[src/hw/rtl/swcm_pkg.sv]
// ----------------------------------------------------------------------------
// swcm_pkg
// Types, formats and constants shared by the spherical warp coordinate map.
// ----------------------------------------------------------------------------
package swcm_pkg;

  localparam int COORD_BITS   = 13;
  localparam int FRAC_BITS    = 8;
  localparam int CORDIC_STEPS = 16;

  localparam int REG_W     = 24;
  localparam int OUT_W     = 24;
  localparam int ANG_FRAC  = 30;
  localparam int CFG_IDX_W = 8;

  // angle divider
  localparam int CQ_W  = COORD_BITS + FRAC_BITS;
  localparam int MAG_W = (CQ_W > REG_W) ? CQ_W : REG_W;
  localparam int AD_W  = MAG_W + ANG_FRAC;
  localparam int AR_W  = REG_W + 1;
  localparam int MOD_W = 34;
  localparam int ANG_W = 34;

  // cordic and projection
  localparam int CS_W  = 33;
  localparam int PN_W  = REG_W + CS_W;
  localparam int PD_W  = CS_W - 1;
  localparam int PR_W  = PD_W + 1;
  localparam int SUM_W = PN_W + 2;

  localparam logic [MOD_W-1:0]        TWO_PI_Q  = 34'd6746518852;
  localparam logic signed [ANG_W-1:0] PI_Q      = 34'sd3373259426;
  localparam logic signed [ANG_W-1:0] HALF_PI_Q = 34'sd1686629713;
  localparam logic signed [CS_W-1:0]  GAIN_Q    = 33'sd652032874;

  localparam logic signed [SUM_W-1:0] SUM_HI = (1 <<< (OUT_W - 1)) - 1;
  localparam logic signed [SUM_W-1:0] SUM_LO = -(1 <<< (OUT_W - 1));
  localparam logic signed [OUT_W-1:0] OUT_HI = SUM_HI[OUT_W-1:0];
  localparam logic signed [OUT_W-1:0] OUT_LO = SUM_LO[OUT_W-1:0];

  typedef enum logic [CFG_IDX_W-1:0] {
    REG_FOCAL_X,
    REG_FOCAL_Y,
    REG_CENTER_X,
    REG_CENTER_Y
  } cfg_reg_t;

  typedef struct packed {
    logic [COORD_BITS-1:0] pixel_row;
    logic [COORD_BITS-1:0] pixel_col;
  } in_beat_t;

  typedef struct packed {
    logic signed [OUT_W-1:0] source_x;
    logic signed [OUT_W-1:0] source_y;
    logic                    out_of_range;
  } out_beat_t;

  // sideband through the projection divider
  typedef struct packed {
    logic neg;
    logic zbad;
  } pdiv_side_t;

  function automatic logic signed [ANG_W-1:0] atan_q(input int i);
    logic signed [ANG_W-1:0] r;
    case (i)
      0:  r = 34'sd843314856;
      1:  r = 34'sd497837829;
      2:  r = 34'sd263043836;
      3:  r = 34'sd133525158;
      4:  r = 34'sd67021686;
      5:  r = 34'sd33543515;
      6:  r = 34'sd16775850;
      7:  r = 34'sd8388437;
      8:  r = 34'sd4194282;
      9:  r = 34'sd2097149;
      10: r = 34'sd1048575;
      11: r = 34'sd524287;
      12: r = 34'sd262143;
      13: r = 34'sd131071;
      14: r = 34'sd65535;
      15: r = 34'sd32767;
      16: r = 34'sd16383;
      17: r = 34'sd8191;
      18: r = 34'sd4095;
      19: r = 34'sd2047;
      20: r = 34'sd1023;
      21: r = 34'sd511;
      22: r = 34'sd255;
      23: r = 34'sd127;
      default: r = '0;
    endcase
    return r;
  endfunction

endpackage

[src/hw/rtl/swcm_cordic.sv]
// ----------------------------------------------------------------------------
// swcm_cordic
// Pipelined rotation-mode cordic, one micro-rotation per stage, Q.30 sin/cos.
// ----------------------------------------------------------------------------
module swcm_cordic
  import swcm_pkg::*;
(
  input  logic                    clk,
  input  logic                    rst_n,
  input  logic                    adv,
  input  logic                    in_valid,
  input  logic signed [ANG_W-1:0] angle,
  output logic                    out_valid,
  output logic signed [CS_W-1:0]  cos_q,
  output logic signed [CS_W-1:0]  sin_q
);

  logic                    v_r    [0:CORDIC_STEPS];
  logic signed [CS_W-1:0]  x_r    [0:CORDIC_STEPS];
  logic signed [CS_W-1:0]  y_r    [0:CORDIC_STEPS];
  logic signed [ANG_W-1:0] z_r    [0:CORDIC_STEPS];
  logic                    flip_r [0:CORDIC_STEPS];

  logic signed [ANG_W-1:0] z0;
  logic                    flip0;

  // fold into [-pi/2, pi/2]
  always_comb begin
    z0    = angle;
    flip0 = 1'b0;
    if (angle > HALF_PI_Q) begin
      z0    = angle - PI_Q;
      flip0 = 1'b1;
    end else if (angle < -HALF_PI_Q) begin
      z0    = angle + PI_Q;
      flip0 = 1'b1;
    end
  end

  always_ff @(posedge clk) begin
    if (!rst_n) begin
      v_r[0] <= 1'b0;
    end else if (adv) begin
      v_r[0] <= in_valid;
    end
  end

  always_ff @(posedge clk) begin
    if (adv) begin
      x_r[0]    <= GAIN_Q;
      y_r[0]    <= '0;
      z_r[0]    <= z0;
      flip_r[0] <= flip0;
    end
  end

  for (genvar i = 0; i < CORDIC_STEPS; i++) begin : g_rot
    logic signed [CS_W-1:0]  x_nxt, y_nxt;
    logic signed [ANG_W-1:0] z_nxt;

    always_comb begin
      if (z_r[i] >= 0) begin
        x_nxt = x_r[i] - (y_r[i] >>> i);
        y_nxt = y_r[i] + (x_r[i] >>> i);
        z_nxt = z_r[i] - atan_q(i);
      end else begin
        x_nxt = x_r[i] + (y_r[i] >>> i);
        y_nxt = y_r[i] - (x_r[i] >>> i);
        z_nxt = z_r[i] + atan_q(i);
      end
    end

    always_ff @(posedge clk) begin
      if (!rst_n) begin
        v_r[i+1] <= 1'b0;
      end else if (adv) begin
        v_r[i+1] <= v_r[i];
      end
    end

    always_ff @(posedge clk) begin
      if (adv) begin
        x_r[i+1]    <= x_nxt;
        y_r[i+1]    <= y_nxt;
        z_r[i+1]    <= z_nxt;
        flip_r[i+1] <= flip_r[i];
      end
    end
  end

  logic                   out_valid_r;
  logic signed [CS_W-1:0] cos_r, sin_r;

  always_ff @(posedge clk) begin
    if (!rst_n) begin
      out_valid_r <= 1'b0;
    end else if (adv) begin
      out_valid_r <= v_r[CORDIC_STEPS];
    end
  end

  always_ff @(posedge clk) begin
    if (adv) begin
      cos_r <= flip_r[CORDIC_STEPS] ? -x_r[CORDIC_STEPS] : x_r[CORDIC_STEPS];
      sin_r <= flip_r[CORDIC_STEPS] ? -y_r[CORDIC_STEPS] : y_r[CORDIC_STEPS];
    end
  end

  assign out_valid = out_valid_r;
  assign cos_q     = cos_r;
  assign sin_q     = sin_r;

endmodule

[config.mk]
export PLATFORM = sky130hd
export DESIGN_NAME = swcm_cordic
export DESIGN_NICKNAME = d
export VERILOG_FILES = /design/src/hw/rtl/swcm_pkg.sv /design/src/hw/rtl/swcm_cordic.sv
export SDC_FILE = /design/constraint.sdc
export NUM_CORES = 2
export LEC_CHECK = 0
export BUFFER_PORTS_ARGS = -buffer_cell sky130_fd_sc_hd__buf_2
export CAP_MARGIN = 40
export CORE_MARGIN = 2
export CORE_UTILIZATION = 40
export CTS_BUF_LIST = sky130_fd_sc_hd__clkbuf_8
export CTS_CLUSTER_DIAMETER = 80
export DETAILED_ROUTE_END_ITERATION = 7
export HOLD_SLACK_MARGIN = 0.05
export PLACE_DENSITY = 0.6
export SLEW_MARGIN = 5
export SYNTH_ARGS = -nofsm -noshare
export SYNTH_HDL_FRONTEND = slang
export SYNTH_SLANG_ARGS = --single-unit
[constraint.sdc]
create_clock -name clk -period 7.17 [get_ports clk]
set_input_delay 1.0755 -clock clk [delete_from_list [all_inputs] [get_ports clk]]
set_output_delay 1.0755 -clock clk [all_outputs]
set_load 0.02 [all_outputs]
==> flow_summary.toml <==
[clock_network]
cts_tree = "built"
clock_path_buffers = 4
clk_latency_ns = 1.10
tritoncts.num_buffers = 292
cts_htree_levels = 5
clk_pin_slew_ns = 0.06
cts-root-buf = "clkbuf_8"
cts_resized = 0
clkSinkCount = 1578
cts_setup_buffers = 0
cts_hold_buf = 0

[yosys]
syn_area_per_cell_um2 = 9.660
synthCells = 13460
synth_ff_type = "edfxtp_1"
synth_area_um2 = 130000
synth_edf_count = 1576
synth_area_leaders = "edfxtp_1 (36%), ha_1 (14%), xnor2_1 (8.6%), a21oi_1 (4.5%), xor2_1 (4.1%)"
synthTopCellsByCount = "edfxtp_1 (1,576), ha_1 (1,418), xnor2_1 (1,281)"
synth_top_area_share_pct = 36.39
yosysWarnings = 0
synth_cell_types = 91
synth-seq-cells = 1578
asyncSetResetFlopFracSynth_pct = 0
synth_most_common_cell = "edfxtp_1"
ys_seq_area_share_pct = 36.42
syn_nets = 14960
yosys.area.top_type = "edfxtp_1"

[floorplan]
start_util_pct = 40.17
ios = 105
die_x_um = 574.2
core_um2 = 323700
die_area_um2 = 329700
die_h_um = 574.2
num_rows = 209

[timing]
period_minus_slack_ns = 6.321
fin_skew_ns = 0.1222
fin_crit_sh_pct = 88.16
setup_viol_count_final = 0
max_freq_mhz = 158.2
relSlewSlack_pct = 36.84
rsz0062_at_grt = "no"
finalHoldViolCount = 0
worst_slack_ns = 0.8486
slew_violations = 0
tns_ns = 0
tightest_slew_ns = 0.9474
holdWs_ns = 0.3533

[route]
routedWlPerCell_um = 18.59
route.detailed.drc = 0
first_iter_violations = 6858
wl_met2_um = 160200
wl_met3_um = 13760
vias = 101300
drt-met1-wl_um = 156200
drtPass1Iterations = 6
wl_um = 340100
highest_layer = "met5"
vias_per_cell = 5.538
detail-route-antenna-nets = 0

[layout]
fillers = 31550
post-route-util_pct = 43.82
areaGrowthSynthToFinish_pct = 9.098
final_nets = 15250
multi_input_area_um2 = 79790
drive_above_1_share_pct = 5.329
seqCellArea_um2 = 47370

[outcome]
status = "finished, final reports clean"

[worst_setup_path]
path_max_fanout = 17
crit_type = "reg2reg"
end_kind = "flip-flop"
rrSetupSlack_ns = 0.85
crit_path_start_kind = "flip-flop"
crit_required_ns = 7.84
cp.arrival_ns = 6.99

[grt]
grt_max_degree = 160
antenna_found_initial = 7
grt_usage_pct = 20.00
grt_first_pass_wirelength_um = 536300
grt-ovfl-total = 0
grt_pass1_vias = 96590

[placed_design]
io_buffers = 104
hpwl_um = 269200
dpl_worst_slack_ns = 0.9827
gp_congestion = 0.9124

[min_path]
hold_path.class = "in2reg"

[run]
max_cap_violations = 0
-- through the flow --
stage	instances	cell area, um2
2_1_floorplan	13460	130000
3_3_place_gp	17770	136100
3_5_place_dp	17780	136100
4_1_cts	18290	141900
5_1_grt	18290	141900
6_report	18290	141900
-- layer usage --
metal,track usage (%),vias up
li1,-,51000
met1,26.72,47710
met2,34.25,2053
met3,1.866,522
met4,5.838,2
met5,0,-
-- state kept, by name, summed over array words and instances (netlist names) --
| signal | count |
|---|---|
| cos_q | 33 |
| x_r | 470 |
| v_r | 17 |
| sin_q | 33 |
| out_valid | 1 |
| y_r | 496 |
| z_r | 511 |
| flip_r | 17 |
-- cell families (layout without fill, tap and decap cells) --
logic type,Yosys count,after routing,synth area share [%]
XOR/XNOR,1891,1891,12.74
other,0,1,0
buffers and inverters,794,1294,2.300
AND/OR/NAND/NOR,3685,3685,14.04
multiplexers,68,68,0.5455
flip-flops,1578,1578,36.42
AO/OA/AOI/OAI,3984,3984,19.63
adder cells (fa/ha/maj),1462,1462,14.32
-- worst max-delay path: stages (launching register included) --
cell and delay [ns]:
edfxtp_1 0.39, inv_1 0.15, ha_1 0.17, nor4b_1 0.51
nand4_1 0.14, nor4_1 0.44, and4_1 0.32, nor2_4 0.12
inv_1 0.10, buf_4 0.33, nor2_1 0.11, xnor2_1 0.15
ha_1 0.35, a21o_1 0.20, a21oi_1 0.16, nor2b_1 0.07
or3b_2 0.44, a221oi_1 0.54, o21ai_0 0.15, o211a_1 0.15
nor4_1 0.20, o21ai_0 0.18, o41ai_1 0.37, xnor2_1 0.13
-- area by class of cell --
cell class | instances | area share, %
antenna | 1 | 0.001764
multi-input combinational | 11090 | 56.24
clock buffer | 296 | 2.871
clock inverter | 211 | 1.161
timing repair buffer | 200 | 0.9719
tap | 4325 | 3.814
inverter | 587 | 1.553
sequential | 1578 | 33.39
-- layout by cell type (no fill, tap or decap), types with 69 or more instances in the layout --
cell type and count:
nor4_1 179, nor2b_1 204, a21o_1 547, or4_1 87
inv_1 644, o41ai_1 92, xor2_1 609, buf_4 82
a21oi_1 1173, ha_1 1418, o21a_1 244, xnor2_1 1281
buf_2 105, nand2b_1 242, or3_1 147, clkbuf_8 296
o31ai_1 219, nor3_1 328, nand3_1 265, a31oi_1 108
o21ai_0 812, and3_1 133, a211oi_1 125, nand2_1 773
nor2_1 987, edfxtp_1 1576, nand4_1 86, o21bai_1 150
and2_1 69
-- path summary, 6_finish.rpt --
kind                       from             to  cells past startpoint
setup / recovery    z_r[0][271]    x_r[0][294]                     23
hold / removal         angle[0]      z_r[0][0]                      1
setup reg to reg    z_r[0][271]    x_r[0][294]                     23
hold reg to reg   flip_r[0][13]  flip_r[0][14]                      0
Power is not shown: default switching activity piles up to over one toggle a cycle in this logic, so the estimate is an artifact.
